`config.mk`:
```
export PLATFORM = sky130hd
export DESIGN_NAME = alarm_deadline_tone_sequencer_flat
export DESIGN_NICKNAME = d
export VERILOG_FILES = /design/src/hdl/adts_pkg.sv /design/src/hdl/adts_if.sv /design/src/hdl/adts_cfg.sv /design/src/hdl/adts_engine.sv /design/src/hdl/alarm_deadline_tone_sequencer.sv /design/src/flat_wrapper.sv
export SDC_FILE = /design/constraint.sdc
export NUM_CORES = 1
export LEC_CHECK = 0
export ABC_AREA = 0
export BUFFER_PORTS_ARGS = -buffer_cell sky130_fd_sc_hd__buf_2
export CAP_MARGIN = 40
export CORE_MARGIN = 8
export CORE_UTILIZATION = 43
export DETAILED_ROUTE_END_ITERATION = 6
export GPL_TIMING_DRIVEN = 1
export MAX_ROUTING_LAYER = met4
export SLEW_MARGIN = 20
export SYNTH_ARGS = -nofsm -noshare
export SYNTH_HDL_FRONTEND = slang
export SYNTH_SLANG_ARGS = --single-unit
```
`constraint.sdc`:
```
create_clock -name clock -period 11.9 [get_ports clock]
set_clock_uncertainty 0.2 [all_clocks]
set_input_delay 2.975 -clock clock [delete_from_list [all_inputs] [get_ports clock]]
set_output_delay 2.975 -clock clock [all_outputs]
set_load 0.005 [all_outputs]
```
`src/hdl/adts_pkg.sv`:
```
// ----------------------------------------------------------------------------
// adts_pkg: shared types and constants for the alarm tone sequencer
// Register indexes, item codes, payload structs and the tone pattern ROM.
// ----------------------------------------------------------------------------
package adts_pkg;

   localparam int PATTERN_STEPS_DEF = 15;
   localparam int ROM_DEPTH         = 16;

   // Configuration register indexes
   localparam logic [1:0] CSR_CHECK_INTERVAL = 2'd0;
   localparam logic [1:0] CSR_STALE_WINDOW   = 2'd1;
   localparam logic [1:0] CSR_RING_DURATION  = 2'd2;

   localparam logic [15:0] CHECK_INTERVAL_RST = 16'd1000;
   localparam logic [15:0] STALE_WINDOW_RST   = 16'd60;
   localparam logic [15:0] RING_DURATION_RST  = 16'd3000;

   // Item kinds
   localparam logic [1:0] KIND_TICK  = 2'd0;
   localparam logic [1:0] KIND_SET   = 2'd1;
   localparam logic [1:0] KIND_CLEAR = 2'd2;

   // Event codes
   localparam logic [1:0] EVT_NONE    = 2'd0;
   localparam logic [1:0] EVT_STARTED = 2'd1;
   localparam logic [1:0] EVT_CLEARED = 2'd2;

   localparam logic [15:0] FREQ_HIGH = 16'd988;
   localparam logic [15:0] FREQ_LOW  = 16'd740;
   localparam logic [15:0] GAP_MS    = 16'd100;

   typedef struct packed {
      logic [15:0] check_interval_ms;
      logic [15:0] stale_window_s;
      logic [15:0] ring_duration_ms;
   } cfg_type;

   typedef struct packed {
      logic [1:0]  kind;
      logic [31:0] now_ms;
      logic [31:0] now_seconds;
      logic [31:0] alarm_time;
   } req_type;

   typedef struct packed {
      logic        tone_start;
      logic [15:0] tone_freq_hz;
      logic [15:0] tone_ms;
      logic        speaker_stop;
      logic        volume_max;
      logic [1:0]  event_code;
      logic        stale_cleared;
      logic        ringing;
   } rsp_type;

   typedef struct packed {
      logic [15:0] freq;
      logic [15:0] ms;
   } step_type;

   // Tone/silence pattern. A zero frequency is a silent step.
   function automatic step_type tone_rom(input logic [3:0] idx);
      step_type s;
      case (idx)
         4'd0:    s = '{freq: FREQ_HIGH, ms: 16'd250};
         4'd2:    s = '{freq: FREQ_LOW,  ms: 16'd250};
         4'd4:    s = '{freq: FREQ_HIGH, ms: 16'd250};
         4'd6:    s = '{freq: FREQ_LOW,  ms: 16'd250};
         4'd8:    s = '{freq: FREQ_HIGH, ms: 16'd300};
         4'd10:   s = '{freq: FREQ_LOW,  ms: 16'd300};
         4'd12:   s = '{freq: FREQ_HIGH, ms: 16'd400};
         4'd14:   s = '{freq: FREQ_LOW,  ms: 16'd300};
         default: s = '{freq: 16'd0,     ms: GAP_MS};
      endcase
      return s;
   endfunction

endpackage

```
`src/hdl/adts_if.sv`:
```
// ----------------------------------------------------------------------------
// adts_if: channel interfaces of the alarm tone sequencer
// Request, response and register write channels with valid/ready handshakes.
// ----------------------------------------------------------------------------
interface adts_req_if;
   logic        valid;
   logic        ready;
   logic [1:0]  kind;
   logic [31:0] now_ms;
   logic [31:0] now_seconds;
   logic [31:0] alarm_time;

   modport source (output valid, kind, now_ms, now_seconds, alarm_time, input ready);
   modport sink   (input valid, kind, now_ms, now_seconds, alarm_time, output ready);
endinterface

interface adts_rsp_if;
   logic        valid;
   logic        ready;
   logic        tone_start;
   logic [15:0] tone_freq_hz;
   logic [15:0] tone_ms;
   logic        speaker_stop;
   logic        volume_max;
   logic [1:0]  event_code;
   logic        stale_cleared;
   logic        ringing;

   modport source (output valid, tone_start, tone_freq_hz, tone_ms, speaker_stop,
                   volume_max, event_code, stale_cleared, ringing, input ready);
   modport sink   (input valid, tone_start, tone_freq_hz, tone_ms, speaker_stop,
                   volume_max, event_code, stale_cleared, ringing, output ready);
endinterface

interface adts_csr_if;
   logic        valid;
   logic        ready;
   logic [1:0]  addr;
   logic [15:0] wdata;

   modport source (output valid, addr, wdata, input ready);
   modport sink   (input valid, addr, wdata, output ready);
endinterface

```
`src/hdl/adts_cfg.sv`:
```
// ----------------------------------------------------------------------------
// adts_cfg: configuration registers
// Holds the check interval, stale window and ring duration.
// ----------------------------------------------------------------------------
module adts_cfg (
   input  logic             clock,
   input  logic             reset,
   input  logic             wr_en,
   input  logic [1:0]       wr_addr,
   input  logic [15:0]      wr_data,
   output adts_pkg::cfg_type cfg
);
   import adts_pkg::*;

   cfg_type cfg_ff;
   cfg_type cfg_in;

   always_comb begin
      cfg_in = cfg_ff;
      if (wr_en) begin
         case (wr_addr)
            CSR_CHECK_INTERVAL: cfg_in.check_interval_ms = wr_data;
            CSR_STALE_WINDOW:   cfg_in.stale_window_s    = wr_data;
            CSR_RING_DURATION:  cfg_in.ring_duration_ms  = wr_data;
            default:            cfg_in = cfg_ff;
         endcase
      end
   end

   always_ff @(posedge clock) begin
      if (reset) begin
         cfg_ff.check_interval_ms <= CHECK_INTERVAL_RST;
         cfg_ff.stale_window_s    <= STALE_WINDOW_RST;
         cfg_ff.ring_duration_ms  <= RING_DURATION_RST;
      end else begin
         cfg_ff <= cfg_in;
      end
   end

   assign cfg = cfg_ff;

endmodule

```
`src/hdl/adts_engine.sv`:
```
// ----------------------------------------------------------------------------
// adts_engine: alarm state and per-item decision logic
// Applies one item to the alarm state and forms its result combinationally.
// ----------------------------------------------------------------------------
module adts_engine #(
   parameter int PATTERN_STEPS = adts_pkg::PATTERN_STEPS_DEF
) (
   input  logic              clock,
   input  logic              reset,
   input  adts_pkg::cfg_type cfg,
   input  adts_pkg::req_type item,
   input  logic              advance,
   output adts_pkg::rsp_type result
);
   import adts_pkg::*;

   localparam int STEP_W = $clog2(PATTERN_STEPS + 1);
   localparam logic [STEP_W-1:0] STEP_COUNT = STEP_W'(PATTERN_STEPS);

   logic [31:0]       deadline_ff, deadline_in;
   logic              fired_ff, fired_in;
   logic              ringing_ff, ringing_in;
   logic              active_ff, active_in;
   logic [STEP_W-1:0] step_ff, step_in;
   logic [31:0]       step_end_ff, step_end_in;
   logic [31:0]       start_ff, start_in;
   logic [31:0]       next_check_ff, next_check_in;

   logic              check, skip, stale, fire, play, done;
   logic [32:0]       stale_limit;
   logic              ring_eff, act_eff;
   logic [STEP_W-1:0] step_eff, step_next;
   logic [31:0]       end_eff, start_eff, end_diff, check_diff, ring_diff;
   logic [4:0]        step_wide;
   step_type          cur_step;

   always_comb begin
      deadline_in   = deadline_ff;
      fired_in      = fired_ff;
      ringing_in    = ringing_ff;
      active_in     = active_ff;
      step_in       = step_ff;
      step_end_in   = step_end_ff;
      start_in      = start_ff;
      next_check_in = next_check_ff;
      result        = '0;

      // "Reached" means the wrapped difference is non-negative.
      check_diff  = item.now_ms - next_check_ff;
      check       = (deadline_ff != 32'd0) && !fired_ff && !check_diff[31];
      skip        = check && (item.now_seconds == 32'd0);
      stale_limit = {1'b0, deadline_ff} + {17'd0, cfg.stale_window_s};
      stale       = check && !skip && (stale_limit < {1'b0, item.now_seconds});
      fire        = check && !skip && !stale && (item.now_seconds >= deadline_ff);

      // A firing restarts the pattern within the same item.
      ring_eff  = ringing_ff | fire;
      act_eff   = active_ff | fire;
      step_eff  = fire ? '0 : step_ff;
      end_eff   = fire ? item.now_ms : step_end_ff;
      start_eff = fire ? item.now_ms : start_ff;

      step_wide = 5'(step_eff);
      cur_step  = tone_rom(step_wide[3:0]);
      end_diff  = item.now_ms - end_eff;
      play      = !skip && ring_eff && act_eff && (step_eff < STEP_COUNT) && !end_diff[31];
      step_next = step_eff + STEP_W'(play);
      ring_diff = item.now_ms - start_eff;
      done      = !skip && ring_eff && act_eff && (step_next >= STEP_COUNT)
                  && !ring_diff[31] && (ring_diff >= {16'd0, cfg.ring_duration_ms});

      case (item.kind)
         KIND_TICK: begin
            if (check) begin
               next_check_in = item.now_ms + {16'd0, cfg.check_interval_ms};
            end
            if (stale) begin
               deadline_in          = 32'd0;
               result.stale_cleared = 1'b1;
            end
            if (fire) begin
               fired_in          = 1'b1;
               result.volume_max = 1'b1;
               result.event_code = EVT_STARTED;
            end
            ringing_in  = ring_eff;
            active_in   = act_eff & ~done;
            step_in     = play ? step_next : step_eff;
            step_end_in = play ? (item.now_ms + {16'd0, cur_step.ms}) : end_eff;
            start_in    = start_eff;
            if (play && cur_step.freq != 16'd0) begin
               result.tone_start   = 1'b1;
               result.tone_freq_hz = cur_step.freq;
               result.tone_ms      = cur_step.ms;
            end
            result.speaker_stop = (play && cur_step.freq == 16'd0) || done;
         end
         KIND_SET: begin
            deadline_in = item.alarm_time;
            fired_in    = 1'b0;
         end
         KIND_CLEAR: begin
            if (ringing_ff) begin
               result.speaker_stop = 1'b1;
               result.event_code   = EVT_CLEARED;
               ringing_in          = 1'b0;
               active_in           = 1'b0;
            end
            deadline_in = 32'd0;
            fired_in    = 1'b0;
         end
         default: begin
            deadline_in = deadline_ff;
         end
      endcase

      result.ringing = ringing_in;
   end

   always_ff @(posedge clock) begin
      if (reset) begin
         deadline_ff   <= '0;
         fired_ff      <= 1'b0;
         ringing_ff    <= 1'b0;
         active_ff     <= 1'b0;
         step_ff       <= '0;
         step_end_ff   <= '0;
         start_ff      <= '0;
         next_check_ff <= '0;
      end else if (advance) begin
         deadline_ff   <= deadline_in;
         fired_ff      <= fired_in;
         ringing_ff    <= ringing_in;
         active_ff     <= active_in;
         step_ff       <= step_in;
         step_end_ff   <= step_end_in;
         start_ff      <= start_in;
         next_check_ff <= next_check_in;
      end
   end

endmodule

```
`src/hdl/alarm_deadline_tone_sequencer.sv`:
```
// ----------------------------------------------------------------------------
// alarm_deadline_tone_sequencer: alarm deadline keeper and tone sequencer
// Checks a wall-clock deadline on tick items and plays a tone pattern.
// ----------------------------------------------------------------------------
// Usage:
// Items (tick, set, clear) arrive on req_chan; every item gives exactly one
// result beat on rsp_chan, in order. Registers are written on csr_chan, which
// is always ready; write only while no item is in flight.
// An accepted beat lands in an input register; when it advances, it is applied to
// the alarm state and its result is written into the output register at the
// same edge, from which the result beat is offered until it is taken. One item
// per cycle is sustained while the receiver takes every result beat; the
// figure is set by the single pass through the decision logic between the
// input and output registers.
// When the receiver stalls, the result is held and the input register takes
// one more beat; after that req_chan.ready drops until the result is taken.
// Reset clears the alarm state, empties both registers and loads the
// register defaults (1000 ms check interval, 60 s stale window, 3000 ms ring).
// ----------------------------------------------------------------------------
module alarm_deadline_tone_sequencer #(
   parameter int PATTERN_STEPS = adts_pkg::PATTERN_STEPS_DEF
) (
   input  logic        clock,
   input  logic        reset,
   adts_req_if.sink    req_chan,
   adts_rsp_if.source  rsp_chan,
   adts_csr_if.sink    csr_chan
);
   import adts_pkg::*;

   cfg_type cfg;
   req_type in_ff;
   logic    in_vld_ff, in_vld_in;
   rsp_type out_ff, result;
   logic    out_vld_ff, out_vld_in;
   logic    advance, take;

   assign advance = in_vld_ff && (!out_vld_ff || rsp_chan.ready);
   assign take    = req_chan.valid && req_chan.ready;

   assign req_chan.ready = !in_vld_ff || advance;
   assign csr_chan.ready = 1'b1;

   assign in_vld_in  = take | (in_vld_ff & ~advance);
   assign out_vld_in = advance | (out_vld_ff & ~rsp_chan.ready);

   adts_cfg u_cfg (
      .clock   (clock),
      .reset   (reset),
      .wr_en   (csr_chan.valid),
      .wr_addr (csr_chan.addr),
      .wr_data (csr_chan.wdata),
      .cfg     (cfg)
   );

   adts_engine #(
      .PATTERN_STEPS (PATTERN_STEPS)
   ) u_engine (
      .clock   (clock),
      .reset   (reset),
      .cfg     (cfg),
      .item    (in_ff),
      .advance (advance),
      .result  (result)
   );

   always_ff @(posedge clock) begin
      if (reset) begin
         in_vld_ff  <= 1'b0;
         out_vld_ff <= 1'b0;
      end else begin
         in_vld_ff  <= in_vld_in;
         out_vld_ff <= out_vld_in;
      end
   end

   always_ff @(posedge clock) begin
      if (take) begin
         in_ff.kind        <= req_chan.kind;
         in_ff.now_ms      <= req_chan.now_ms;
         in_ff.now_seconds <= req_chan.now_seconds;
         in_ff.alarm_time  <= req_chan.alarm_time;
      end
      if (advance) begin
         out_ff <= result;
      end
   end

   assign rsp_chan.valid         = out_vld_ff;
   assign rsp_chan.tone_start    = out_ff.tone_start;
   assign rsp_chan.tone_freq_hz  = out_ff.tone_freq_hz;
   assign rsp_chan.tone_ms       = out_ff.tone_ms;
   assign rsp_chan.speaker_stop  = out_ff.speaker_stop;
   assign rsp_chan.volume_max    = out_ff.volume_max;
   assign rsp_chan.event_code    = out_ff.event_code;
   assign rsp_chan.stale_cleared = out_ff.stale_cleared;
   assign rsp_chan.ringing       = out_ff.ringing;

endmodule

```
`src/flat_wrapper.sv`:
```
// flat-port wrapper written by rule: the top's interface ports become plain ports
module alarm_deadline_tone_sequencer_flat import adts_pkg::*;
#(
   parameter int PATTERN_STEPS = adts_pkg::PATTERN_STEPS_DEF
)
  (clock, reset, req_chan_valid, req_chan_kind, req_chan_now_ms, req_chan_now_seconds, req_chan_alarm_time, req_chan_ready, rsp_chan_valid, rsp_chan_tone_start, rsp_chan_tone_freq_hz, rsp_chan_tone_ms, rsp_chan_speaker_stop, rsp_chan_volume_max, rsp_chan_event_code, rsp_chan_stale_cleared, rsp_chan_ringing, rsp_chan_ready, csr_chan_valid, csr_chan_addr, csr_chan_wdata, csr_chan_ready);
  adts_req_if req_chan_i ();
  adts_rsp_if rsp_chan_i ();
  adts_csr_if csr_chan_i ();
  input  logic clock;
  input  logic reset;
  input wire logic [$bits(req_chan_i.valid)-1:0] req_chan_valid;
  input wire logic [$bits(req_chan_i.kind)-1:0] req_chan_kind;
  input wire logic [$bits(req_chan_i.now_ms)-1:0] req_chan_now_ms;
  input wire logic [$bits(req_chan_i.now_seconds)-1:0] req_chan_now_seconds;
  input wire logic [$bits(req_chan_i.alarm_time)-1:0] req_chan_alarm_time;
  output wire logic [$bits(req_chan_i.ready)-1:0] req_chan_ready;
  output wire logic [$bits(rsp_chan_i.valid)-1:0] rsp_chan_valid;
  output wire logic [$bits(rsp_chan_i.tone_start)-1:0] rsp_chan_tone_start;
  output wire logic [$bits(rsp_chan_i.tone_freq_hz)-1:0] rsp_chan_tone_freq_hz;
  output wire logic [$bits(rsp_chan_i.tone_ms)-1:0] rsp_chan_tone_ms;
  output wire logic [$bits(rsp_chan_i.speaker_stop)-1:0] rsp_chan_speaker_stop;
  output wire logic [$bits(rsp_chan_i.volume_max)-1:0] rsp_chan_volume_max;
  output wire logic [$bits(rsp_chan_i.event_code)-1:0] rsp_chan_event_code;
  output wire logic [$bits(rsp_chan_i.stale_cleared)-1:0] rsp_chan_stale_cleared;
  output wire logic [$bits(rsp_chan_i.ringing)-1:0] rsp_chan_ringing;
  input wire logic [$bits(rsp_chan_i.ready)-1:0] rsp_chan_ready;
  input wire logic [$bits(csr_chan_i.valid)-1:0] csr_chan_valid;
  input wire logic [$bits(csr_chan_i.addr)-1:0] csr_chan_addr;
  input wire logic [$bits(csr_chan_i.wdata)-1:0] csr_chan_wdata;
  output wire logic [$bits(csr_chan_i.ready)-1:0] csr_chan_ready;
  assign req_chan_i.valid = req_chan_valid;
  assign req_chan_i.kind = req_chan_kind;
  assign req_chan_i.now_ms = req_chan_now_ms;
  assign req_chan_i.now_seconds = req_chan_now_seconds;
  assign req_chan_i.alarm_time = req_chan_alarm_time;
  assign req_chan_ready = req_chan_i.ready;
  assign rsp_chan_valid = rsp_chan_i.valid;
  assign rsp_chan_tone_start = rsp_chan_i.tone_start;
  assign rsp_chan_tone_freq_hz = rsp_chan_i.tone_freq_hz;
  assign rsp_chan_tone_ms = rsp_chan_i.tone_ms;
  assign rsp_chan_speaker_stop = rsp_chan_i.speaker_stop;
  assign rsp_chan_volume_max = rsp_chan_i.volume_max;
  assign rsp_chan_event_code = rsp_chan_i.event_code;
  assign rsp_chan_stale_cleared = rsp_chan_i.stale_cleared;
  assign rsp_chan_ringing = rsp_chan_i.ringing;
  assign rsp_chan_i.ready = rsp_chan_ready;
  assign csr_chan_i.valid = csr_chan_valid;
  assign csr_chan_i.addr = csr_chan_addr;
  assign csr_chan_i.wdata = csr_chan_wdata;
  assign csr_chan_ready = csr_chan_i.ready;
  alarm_deadline_tone_sequencer #(.PATTERN_STEPS(PATTERN_STEPS)) u_core (.clock(clock), .reset(reset), .req_chan(req_chan_i), .rsp_chan(rsp_chan_i), .csr_chan(csr_chan_i));
endmodule
```
### Word-level counts from Yosys, hierarchy flattened

Memory sizes are Yosys's and may differ from the RTL's.
Cells that the tools add are included.

* memories kept: 1
* register bits after elaboration: 322
* RAM bits: 0
* output and inout port bits: 42
* word-level logic and storage cells: 122
* bits in latches: 0
* input bits: 121
* memory bits (read-only): 256

* multiplexer cells: 19
* bitwise operators: 10
* equality and inequality tests: 7
* div/mod/pow operators: 0
* magnitude comparators: 5
* $mul: 0
* add/sub/neg operators: 7
* shift-type cells: 0
* reduce and logical (&&, ||, !) cells: 48

Memories
* (name not given): words 16, width 16, read ports 1, clocked after memory_dff 0, write ports 0, RTL line adts_pkg.sv:65 `case (idx)`

Operator list (count)
* 32-bit 2-to-1 mux: 4
* 32-bit one-hot mux with 3 select lines: 1
* 32-bit subtractor: 3
* 32-bit by 16-bit adder with 32-bit output: 2
* 32-bit by 16-bit adder with 33-bit output: 1
* 33-bit by 32-bit less-than comparator with 1-bit output: 1
* 33-bit 2-to-1 mux: 1
* 32-bit by 16-bit greater-or-equal comparator with 1-bit output: 1
* 32-bit greater-or-equal comparator: 1
* 32-bit logical NOT: 1
* 32-bit nonzero test: 1
* 1-bit logical AND: 18
* 16-bit logical NOT: 1
* 16-bit nonzero test: 1
* 3-bit AND reduction: 4
* 2-bit AND reduction: 5
* 1-bit logical NOT: 8
* 4-bit 2-to-1 mux: 2
* 1-bit one-hot mux with 2 select lines: 4
* 2-bit inequality test (second input constant): 3
* 4-bit by 1-bit adder with 4-bit output: 1
* 2-bit by 1-bit == test with 1-bit output (second input constant): 2
* 2-bit == test (second input constant): 2
* 4-bit greater-or-equal comparator (second input constant): 1
* other kinds (13): 27

### Depth between registers and ports, before layout

* depth in word-level cells: 23
* depth in mapped cells: 51

### Hierarchy

From an unflattened synthesis, not the netlist that was laid out.

* cell total of the unflattened synthesis: 2247
* area total of the unflattened synthesis: 20442.1 µm²

By module, submodules not included
* adts_engine: area an instance 14286.2 µm², cells an instance 1913, times used 1
* alarm_deadline_tone_sequencer: area an instance 4229.1 µm², cells an instance 149, times used 1
* adts_cfg: area an instance 1926.8 µm², cells an instance 185, times used 1

### Worst setup path before layout

OpenSTA, ideal clock, no wires.

* path kind: register -> register
* from: register u_core.u_engine.deadline_ff[1]
* to: register u_core.out_ff (netlist bit u_core.rsp_chan.speaker_stop) (data pin)
* period minus slack after synthesis: 10.005 ns
* data arrival time: 9.542 ns
* stages on the path, launching flop included: 49
* data required time: 11.438 ns
* setup slack: 1.895 ns
* cells stage by stage: dfxtp_1 > ha_1 > a21o_1 > a21oi_1 > o21bai_1 > a21oi_1 > o21bai_1 > a21oi_1 > o21bai_1 > a21oi_1 > o21bai_1 > a21oi_1 > o211ai_1 > o41a_1 > nand3_1 > xnor2_1 > ha_1 > nand3_1 > (+13 left out) > a2111oi_2 > nor4_1 > o2bb2ai_1 > inv_1 > o31a_1 > o41a_1 > nor2_1 > xnor2_1 > ha_1 > nor2b_1 > o21ai_0 > o211a_1 > o2111ai_1 > a221oi_1 > nand4_1 > nor4_1 > and4_1 > o41ai_1

RTL lines
* start, declared: RTL line adts_engine.sv:20 `logic [31:0] deadline_ff, deadline_in;`
* start signal, assigned: RTL line adts_engine.sv:131 `deadline_ff <= deadline_in;`
* end signal, assigned: RTL line alarm_deadline_tone_sequencer.sv:85 `out_ff <= result;`
* end, declared: RTL line alarm_deadline_tone_sequencer.sv:34 `rsp_type out_ff, result;`

==> results.cfg <==
[power_and_ir_drop]
p_leak_nw = 8.56
p_per_area_mw_per_mm2 = 122
internal-power_mw = 1.97
total_power_mw = 2.69
power.switching_uw = 725
clock_power_share_pct = 43.7
p_seq_share_pct = 42.7
swShare_pct = 26.9
combPwrFrac_pct = 13.6
ir_worst_vdd_uv = 110

[sta]
setup_tns_ps = 0
period_minus_slack_ps = 10940
slew_headroom_pct = 47.8
hold_viol = 0
fin_crit_sh_pct = 91.9
rsz0062_at_grt = false
hold_slack_ps = 248
fin_ws_ps = 964
slew_violations = 0
setup_viol = 0
max_freq_ghz = 0.0914
worst_slew_pin_slew_ps = 764

[worst_setup_path]
rr_startpoint = u_core.u_engine.deadline_ff[1]
path_max_fanout = 13
cp-start-kind = register
max_stage_delay_ps = 580
r2r-end = u_core.rsp_chan.speaker_stop
rrSetupSlack_ps = 960
worst_ep_required_time_ps = 11990
cp-end-kind = register
crit_path_frequent_cell = a21oi_1
critPathArrivalTime_ps = 11020
path_class = reg -> reg
cp_num_buf_inv = 3
crit_family = compound AO/OA/AOI/OAI gates
slowest_stage = a2111oi_2
reg2reg_depth = 49

[synthesis]
avgSynthCellArea_um2 = 8.66
ys_types = 84
syn_area_mm2 = 0.0195
synthTopCellsByArea = dfxtp_1 19%, edfxtp_1 18%, ha_1 14%
synth_top_cell_area_share_pct = 19.0
synth_warnings = 0
synthCells = 2254
ys_seq_area_share_pct = 36.6
synthFlopType = dfxtp_1
synth_seq_cells = 300
synth_area_leader_cell = dfxtp_1
synth_edf_count = 115
async_flop_share_pct = 0

[hold_path]
hp-class = reg -> reg
worst_hold_startpoint = u_core.u_engine.next_check_ff[15]
hold_path_depth = 2
hold_end = u_core.u_engine.next_check_ff[15]

[finish]
drive_gt1_share_pct = 11.5
final_area_mm2 = 0.0221
finalNonFillerCells = 2990
diodes = 0
nets = 2700
utilization_pct = 49.0
area_growth_pct = 13.0

[job]
maxCapViolations = 0

[clocking]
cts_max_level = 2
clockBufferDepth = 3
root_buffer = clkbuf_16
cts_buffers = 37
cts_tree = done
cts-resized-gates = 0
clkTransAtPathRegs_ps = 60
ctsHoldBuffers = 0
cts.sinks = 300
cts_post_setup_buffers_inserted = 0
clkLatencyLatePin_ps = 560

[placement]
portBuffers = 145
hpwl_um = 44200
dp_worst_setup_slack_ps = 1150
gp_congestion = 0.916
dp_cells = 2920
placedInstanceArea_mm2 = 0.0208

[detailed_routing]
ant_nets = 0
drc = 0
routedWlPerCell_um = 19.7
dr_total_vias = 16900
wirelength_um = 58900
drtPass1Iterations = 5
vias_per_cell = 5.64
drt_iter0_drc = 1149

[floorplanning]
die_x_um = 229
core_area_mm2 = 0.0451
start_util_pct = 43.3
die_h_um = 229
die_area_mm2 = 0.0525
rows = 78
io_pins = 163

[grt]
antenna_found_initial = 0
grt_pass1_vias = 16400
grt_usage_pct = 22.3
grt_pass1_wl_um = 92700
grt_max_degree = 76
gr-total-overflow = 0

[status]
status = finished clean
[cell families (layout without fill, tap and decap cells)]
family | count (synthesis) | count (layout) | synth area share [%]
muxes | 52 | 52 | 2.73
AOI/OAI and AO/OA | 586 | 586 | 19.3
other | 2 | 17 | 0.0385
buffers and inverters | 291 | 412 | 6.27
adders and majority gates | 218 | 218 | 14.1
xor gates and xnor gates | 84 | 84 | 3.77
DFF | 300 | 300 | 36.6
and+or+nand+nor | 721 | 721 | 17.1
[cells in the mapped netlist, drive strengths merged (8+ instances only)]
library cell	n
nor2b	18
o21bai	16
a31oi	17
clkbuf	78
a21o	43
edfxtp	115
dfxtp	185
a311oi	9
xnor2	68
ha	214
o21ai	82
o31ai	12
o21a	13
o221a	9
or3	8
nor3	31
nor2	174
xor2	16
and3	17
buf	46
nand2	274
o211ai	17
inv	166
mux2i	52
a21oi	246
a211oi	49
and2	11
nand3	77
nand2b	14
nand4	40
nor4	27
[sequential cells by signal, summed over array words and instances, names as in the netlist]
signal and flops:
u_core.in_ff 98, u_core.in_vld_ff 1, u_core.rsp_chan.event_code 2, u_core.rsp_chan.ringing 1
u_core.rsp_chan.speaker_stop 1, u_core.rsp_chan.stale_cleared 1, u_core.rsp_chan.tone_freq_hz 3, u_core.rsp_chan.tone_ms 7
u_core.rsp_chan.tone_start 1, u_core.rsp_chan.valid 1, u_core.rsp_chan.volume_max 1, u_core.u_cfg.cfg 48
u_core.u_engine.active_ff 1, u_core.u_engine.deadline_ff 32, u_core.u_engine.fired_ff 1, u_core.u_engine.next_check_ff 32
u_core.u_engine.ringing_ff 1, u_core.u_engine.start_ff 32, u_core.u_engine.step_end_ff 32, u_core.u_engine.step_ff 4
[worst min-delay path, stage by stage, from the launching register on]
cell     delay, ps
dfxtp_1        300
nand2_1         50
a21oi_1         50
[layer usage]
| metal | track usage, % | up-vias | routed length, um |
|---|---|---|---|
| met5 | - | - | 0 |
| met4 | 5.38 | 0 | 1240 |
| met3 | 3.68 | 74 | 3380 |
| met2 | 33.4 | 472 | 25800 |
| met1 | 31.2 | 8007 | 28500 |
| li1 | - | 8298 | - |
[worst max-delay path by stage]
| stage | startpoint | end | slack (ps) | depth (start not counted) |
|---|---|---|---|---|
| floorplan | u_core.u_engine.deadline_ff[1] | u_core.rsp_chan.speaker_stop | 1900 | 48 |
| detailed placement | u_core.u_engine.deadline_ff[1] | u_core.rsp_chan.speaker_stop | 1150 | 49 |
| global route | u_core.u_engine.deadline_ff[1] | u_core.rsp_chan.speaker_stop | 120 | 48 |
| CTS | u_core.u_engine.deadline_ff[1] | u_core.rsp_chan.speaker_stop | 1080 | 49 |
| global placement | u_core.u_engine.deadline_ff[1] | u_core.rsp_chan.speaker_stop | 1350 | 49 |
| finish | u_core.u_engine.deadline_ff[1] | u_core.rsp_chan.speaker_stop | 960 | 49 |
[cell usage in the layout (no fill, tap or decap), drive strengths merged, types with 17 or more instances in the layout]
cell	n
nor2	174
mux2i	52
a211oi	49
nand3	77
conb	17
nand2	274
ha	214
clkbuf	47
nor3	31
inv	167
buf	177
and3	17
a21o	43
o211ai	17
edfxtp	115
o21ai	82
nor4	27
a21oi	246
dfxtp	185
xnor2	68
nor2b	18
nand4	40
a31oi	17
[layout make-up]
| class | instances | area (um^2) |
|---|---|---|
| clock buffer | 47 | 1020 |
| clock inverter | 21 | 238 |
| fill | 4378 | 23000 |
| inverter | 167 | 627 |
| multi-input combinational | 1678 | 11200 |
| sequential | 300 | 7160 |
| tap | 600 | 751 |
| timing repair buffer | 177 | 1050 |
[power groups by stage]
stage	logic [mW]	registers, mW	clock network (mW)
after floorplan	0.256	1.15	0
after global placement	0.351	1.17	0
after detailed placement	0.361	1.17	0
after CTS	0.364	1.15	1.20
final	0.367	1.15	1.18
after global routing	0.412	1.15	1.24
(Power assumes the default switching activity.)
